## src/design/tclru_pkg.sv

```systemverilog
// shared types and constants for the tile cache with negative ttl
// no dependencies
package tclru_pkg;

  localparam int unsigned NumSlots = 16;
  localparam int unsigned SlotW = $clog2(NumSlots);
  localparam int unsigned CntW = $clog2(NumSlots + 1);
  localparam logic [7:0] EscalateFails = 8'd5;
  localparam logic [7:0] FailSat = 8'd255;

  typedef enum logic [2:0] {
    MODE_GET       = 3'd0,
    MODE_PUT       = 3'd1,
    MODE_PUT_NEG   = 3'd2,
    MODE_BUMP_FAIL = 3'd3,
    MODE_PUT_TEMP  = 3'd4,
    MODE_RESET_FAIL = 3'd5,
    MODE_EVICT_LRU = 3'd6,
    MODE_INVAL_ALL = 3'd7
  } mode_e;

  typedef enum logic [2:0] {
    ST_HIT  = 3'd0,
    ST_MISS = 3'd1,
    ST_NEG  = 3'd2,
    ST_DONE = 3'd3,
    ST_NONE = 3'd4
  } status_e;

  localparam logic [1:0] CfgNegTtl = 2'd0;
  localparam logic [1:0] CfgTempShort = 2'd1;
  localparam logic [1:0] CfgTempLong = 2'd2;

  typedef struct packed {
    logic [2:0]  mode;
    logic [7:0]  pack_id;
    logic [4:0]  zoom;
    logic [21:0] tile_x;
    logic [21:0] tile_y;
    logic [31:0] now_ms;
    logic [15:0] data_handle;
  } req_t;

  typedef struct packed {
    logic [2:0]  status;
    logic [15:0] hit_handle;
    logic [7:0]  fail_count;
    logic [15:0] released_handle;
    logic        last;
  } rsp_t;

  typedef enum logic [2:0] {
    FSM_IDLE,
    FSM_SCAN,
    FSM_EXEC,
    FSM_OUT,
    FSM_INVAL
  } fsm_e;

  // controller to datapath
  typedef struct packed {
    logic load;
    logic scan_clr;
    logic scan_step;
    logic exec;
    logic inval_step;
    logic out_push;
  } cmd_t;

  // datapath to controller
  typedef struct packed {
    logic scan_done;
    logic inval_done;
    logic inval_emit;
  } stat_t;

endpackage

```

## src/design/tclru_ctrl.sv

```systemverilog
// controller state machine sequencing scan, execute and result beats
// depends on tclru_pkg
module tclru_ctrl import tclru_pkg::*; (
  input  logic  clk_i,
  input  logic  rst_ni,
  input  logic  in_valid_i,
  output logic  in_ready_o,
  input  logic  [2:0] mode_i,
  input  logic  rsp_busy_i,
  input  stat_t stat_i,
  output cmd_t  cmd_o
);

  fsm_e state_q, state_d;
  logic inval_q, inval_d, pend_q, pend_d;

  always_ff @(posedge clk_i or negedge rst_ni) begin
    if (!rst_ni) begin
      state_q <= FSM_IDLE;
      inval_q <= 1'b0;
      pend_q <= 1'b0;
    end else begin
      state_q <= state_d;
      inval_q <= inval_d;
      pend_q <= pend_d;
    end
  end

  always_comb begin
    state_d = state_q;
    inval_d = inval_q;
    pend_d = pend_q;
    cmd_o = '0;
    in_ready_o = 1'b0;
    case (state_q)
      FSM_IDLE: begin
        in_ready_o = 1'b1;
        if (in_valid_i) begin
          cmd_o.load = 1'b1;
          cmd_o.scan_clr = 1'b1;
          inval_d = (mode_i == MODE_INVAL_ALL);
          pend_d = 1'b0;
          state_d = (mode_i == MODE_INVAL_ALL) ? FSM_INVAL : FSM_SCAN;
        end
      end
      FSM_SCAN: begin
        cmd_o.scan_step = 1'b1;
        if (stat_i.scan_done) begin
          state_d = FSM_EXEC;
        end
      end
      FSM_EXEC: begin
        if (!rsp_busy_i) begin
          cmd_o.exec = 1'b1;
          state_d = FSM_OUT;
        end
      end
      FSM_OUT: begin
        cmd_o.out_push = 1'b1;
        state_d = inval_q ? FSM_INVAL : FSM_IDLE;
        if (inval_q && pend_q) begin
          state_d = FSM_IDLE;
        end
      end
      FSM_INVAL: begin
        // slots in turn, held if busy; beats per freed handle, else an empty one
        if (!rsp_busy_i) begin
          cmd_o.inval_step = 1'b1;
          if (stat_i.inval_done) begin
            if (stat_i.inval_emit) begin
              pend_d = 1'b1;
              state_d = FSM_OUT;
            end else begin
              state_d = FSM_IDLE;
            end
          end else if (stat_i.inval_emit) begin
            state_d = FSM_OUT;
          end
        end
      end
      default: state_d = FSM_IDLE;
    endcase
  end

endmodule

```

## config.mk

```make
export PLATFORM = sky130hd
export DESIGN_NAME = tclru_ctrl
export DESIGN_NICKNAME = d
export VERILOG_FILES = /design/src/design/tclru_pkg.sv /design/src/design/tclru_ctrl.sv
export SDC_FILE = /design/constraint.sdc
export NUM_CORES = 1
export LEC_CHECK = 0
export BUFFER_PORTS_ARGS = -buffer_cell sky130_fd_sc_hd__buf_2
export CELL_PAD_IN_SITES_DETAIL_PLACEMENT = 2
export CELL_PAD_IN_SITES_GLOBAL_PLACEMENT = 2
export CORE_MARGIN = 3
export CORE_UTILIZATION = 21
export DETAILED_ROUTE_END_ITERATION = 12
export HOLD_SLACK_MARGIN = 0.02
export PLACE_DENSITY = 0.75
export SLEW_MARGIN = 20
export SYNTH_ARGS = -nofsm -noshare
export SYNTH_HDL_FRONTEND = slang
export SYNTH_SLANG_ARGS = --single-unit
```

## constraint.sdc

```tcl
create_clock -name clk_i -period 1.4 [get_ports clk_i]
set_input_delay 0.14 -clock clk_i [delete_from_list [all_inputs] [get_ports clk_i]]
set_output_delay 0.14 -clock clk_i [all_outputs]
set_load 0.005 [all_outputs]
```

==> run metrics <==
Startpoint Class flop; via count 433; Synth Area in XOR/XNOR 2.288%; row count 14; grt total ovfl 0; H-tree depth 1; compound-cell area share of the yosys netlist 23.86%; area share of and/or/nand/nor cells after synthesis 25.49%; delay-heaviest family, CP simple AND/OR/NAND/NOR gates; CP startpoint state_q[1]; DR vias/cell 4.558; core area 0.001612 mm²; Syn Nets 52; maximum number of buffers from clock root to sink 2; Buffers on Ports 16; total CTS buffers 3; DP Area 511.7 µm²; total power 0.001239 W; Setup Viol. Count Final 4; area delta synth->final 70.59%; cell breakdown of the critical path or3b_4, nor2_4, buf_2; count of pins over their slew limit 0; Synth Area in Adders 0%; final WL 1304 µm; FMAX 693.6 MHz; Hold Vio Cnt, Final 0; crit path DAT 1.30 ns; Clock Skews 0.005405 ns; Worst Reg-to-Reg Cells 3; multiplexer share of the synthesized area 5.556%; post-synth cell types 26; slew margin rel. 80.99%; first-pass GRT wire length 2318 µm; largest net degree at the start of global routing 8; Post-Synthesis Cells 42; Root Buffer clkbuf_4; fraction of layout cells with a size suffix above 1 64.79%; Reg2Reg Capture Point state_q[1]; Setup CP Type reg2out; # IOs 17; Netlist Area Pre-Place 382.9 µm²; setup TNS -0.09420 ns; die width 48.70 µm; final worst path period need 1.442 ns; chip height 48.70 µm; period utilisation layout 103.0%; CTS tree yes; Worst Hold Class in2reg; number of synthesized register bits 5; Initial Utilization 23.76%; Peak VDD IR 0.6185 mV; post-synthesis sequential area ratio 32.68%; worst-path fanout max 5; post-route cell area 653.1 µm²; drt drc 0; RSZ-0062 raised after global routing true; DRT Pass-1 Iters 2; CTS clk-pin slew, worst paths 0.05 ns; DIE AREA 0.002372 mm²; wire length per cell 13.73 µm; Final HPWL DP 980.9 µm; setup slack after layout -0.04186 ns; WP buf/inv 1; violated checks setup timing; slowest stage cell on the critical path dfrtp_2; max_cap viols 0; Worst-Margin Slew 0.2832 ns; Antenna diodes 0; layout net count 82; GRT Resource Usage Total 12.56%; HP Start stat_i[1]; LEAKAGE 0.3156 nW; CTS sink cnt 5; CP required 1.26 ns; worst hold endpoint pend_q; hold path depth 3; FF-to-FF Start state_q[1]; placer congestion estimate 0.7897; antenna viol nets, final 0; nature of the critical path endpoint primary output; FF-to-FF setup slack -0.02 ns; Yosys Warn Count 0; Post-Syn Area per Cell 9.116 µm²; outcome finished with violations; clk_lat worst skew 0.24 ns; CP max stage delay 0.44 ns; DRT iter0 DRCs 2; setup slack at placement 0.004233 ns; initial antenna violation count 0; pwr/cell area 1896 mW/mm²; largest family of logic cells by synthesized area simple AND/OR/NAND/NOR gates; vias in the first global route 490
==> cells in the mapped netlist <==
| cell | count | area [µm²] |
|---|---|---|
| nand3_1 | 1 | 5.000 |
| or3b_4 | 1 | 11.26 |
| xnor2_1 | 1 | 8.760 |
| o21a_1 | 1 | 7.510 |
| a31o_2 | 1 | 8.760 |
| mux2i_1 | 1 | 10.01 |
| nor2b_1 | 1 | 6.260 |
| a21oi_1 | 2 | 10.01 |
| inv_1 | 2 | 7.510 |
| nor2_1 | 4 | 15.01 |
| and2_2 | 1 | 7.510 |
| or2b_1 | 1 | 7.510 |
| buf_4 | 2 | 15.01 |
| nor3_1 | 4 | 20.02 |
| a32o_1 | 2 | 20.02 |
| dfrtp_1 | 5 | 125.1 |
| buf_2 | 1 | 5.000 |
| a21bo_2 | 1 | 10.01 |
| nand2b_1 | 2 | 12.51 |
| mux2_2 | 1 | 11.26 |
| o22ai_1 | 1 | 6.260 |
| buf_6 | 1 | 11.26 |
| and3_1 | 1 | 6.260 |
| nor4_1 | 1 | 6.260 |
| o21ai_0 | 2 | 10.01 |
| o21bai_4 | 1 | 18.77 |
==> worst max path at each step <==
stage                       endpoint  slack, ns  cells after the start
after floorplan           state_q[1]     0.0003                      4
after CTS                   cmd_o[1]      -0.05                      3
after global placement    state_q[1]       0.05                      5
final                       cmd_o[1]      -0.04                      3
after global routing        cmd_o[5]       -0.1                      5
after detailed placement  state_q[1]      0.004                      5
==> cell families (layout without fill, tap and decap cells) <==
| kind of cell | count (synthesis) | after routing |
|---|---|---|
| xor gates and xnor gates | 1 | 1 |
| AOI/OAI and AO/OA | 11 | 11 |
| buffers and inverters | 6 | 35 |
| and+or+nand+nor | 17 | 17 |
| muxes | 2 | 2 |
| DFF | 5 | 5 |
==> area by class of cell <==
type                       instances  area (µm²)
tap                               24       30.03
inverter                           2       10.01
sequential                         5       127.6
fill                             197       958.4
timing repair buffer              29       200.2
multi-input combinational         31       259.0
clock buffer                       4       26.28
==> metal layers <==
layer	up-vias	track usage [%]	routed length [µm]
met3	2	4.294	79
met1	209	13.35	494
met4	0	1.896	5
met5	-	0	0
li1	207	-	-
met2	15	23.98	724
==> worst min-delay path, stage by stage <==
cell	delay, ns
buf_2	0.11
nand3_1	0.09
a21oi_1	0.07
==> state kept, by name, indices dropped and copies added (netlist names) <==
name     count
inval_q      1
pend_q       1
state_q      3
==> cells in the final DEF (no fill, tap or decap) <==
master and instances:
clkbuf_4 3, mux2_4 1, nand2b_1 2, o21a_1 1
o21ai_1 2, or3b_4 1, nor3_4 1, nand3_1 1
xnor2_2 1, buf_6 4, mux2i_1 1, dfrtp_1 3
and3_1 1, nor3_2 1, o22ai_1 1, and2_4 1
a21bo_2 1, buf_2 14, inv_4 1, nor3_1 2
buf_4 10, clkbuf_1 1, dfrtp_2 2, nor2_1 2
a32o_2 1, inv_1 1, nor2b_1 1, a31o_2 1
nor2_4 1, a21oi_1 2, dlygate4sd3_1 1, a32o_1 1
o21bai_4 1, nor2_2 1, nor4_1 1, or2b_1 1
==> through the flow <==
step                std cells  hold slack (ns)  utilization [%]
floorplan                  42          -0.1556                -
global placement           84         -0.04177            31.75
detailed placement         84         -0.04017            31.75
CTS                        94           0.1976            39.60
global route               95           0.2060            40.53
finish                     95           0.2057            40.53
==> what timing repair did <==
item | 4_1_cts | 5_1_grt
setup buffers | 5 | 1
resized for setup | 14 | 5
hold buffers | 1 | 0
endpoints found under the hold margin | 5 | 0
setup endpoints to repair | 6 | 9
pin swaps | 2 | 0
==> where the power goes <==
| group | internal, W | leakage [nW] | total (W) | switching (W) |
|---|---|---|---|---|
| registers | 0.000194 | 0.0636 | 0.000243 | 0.0000491 |
| logic | 0.000482 | 0.237 | 0.000827 | 0.000345 |
| clock network | 0.000108 | 0.0150 | 0.000169 | 0.0000608 |
Power figures use the tool's default switching activity.
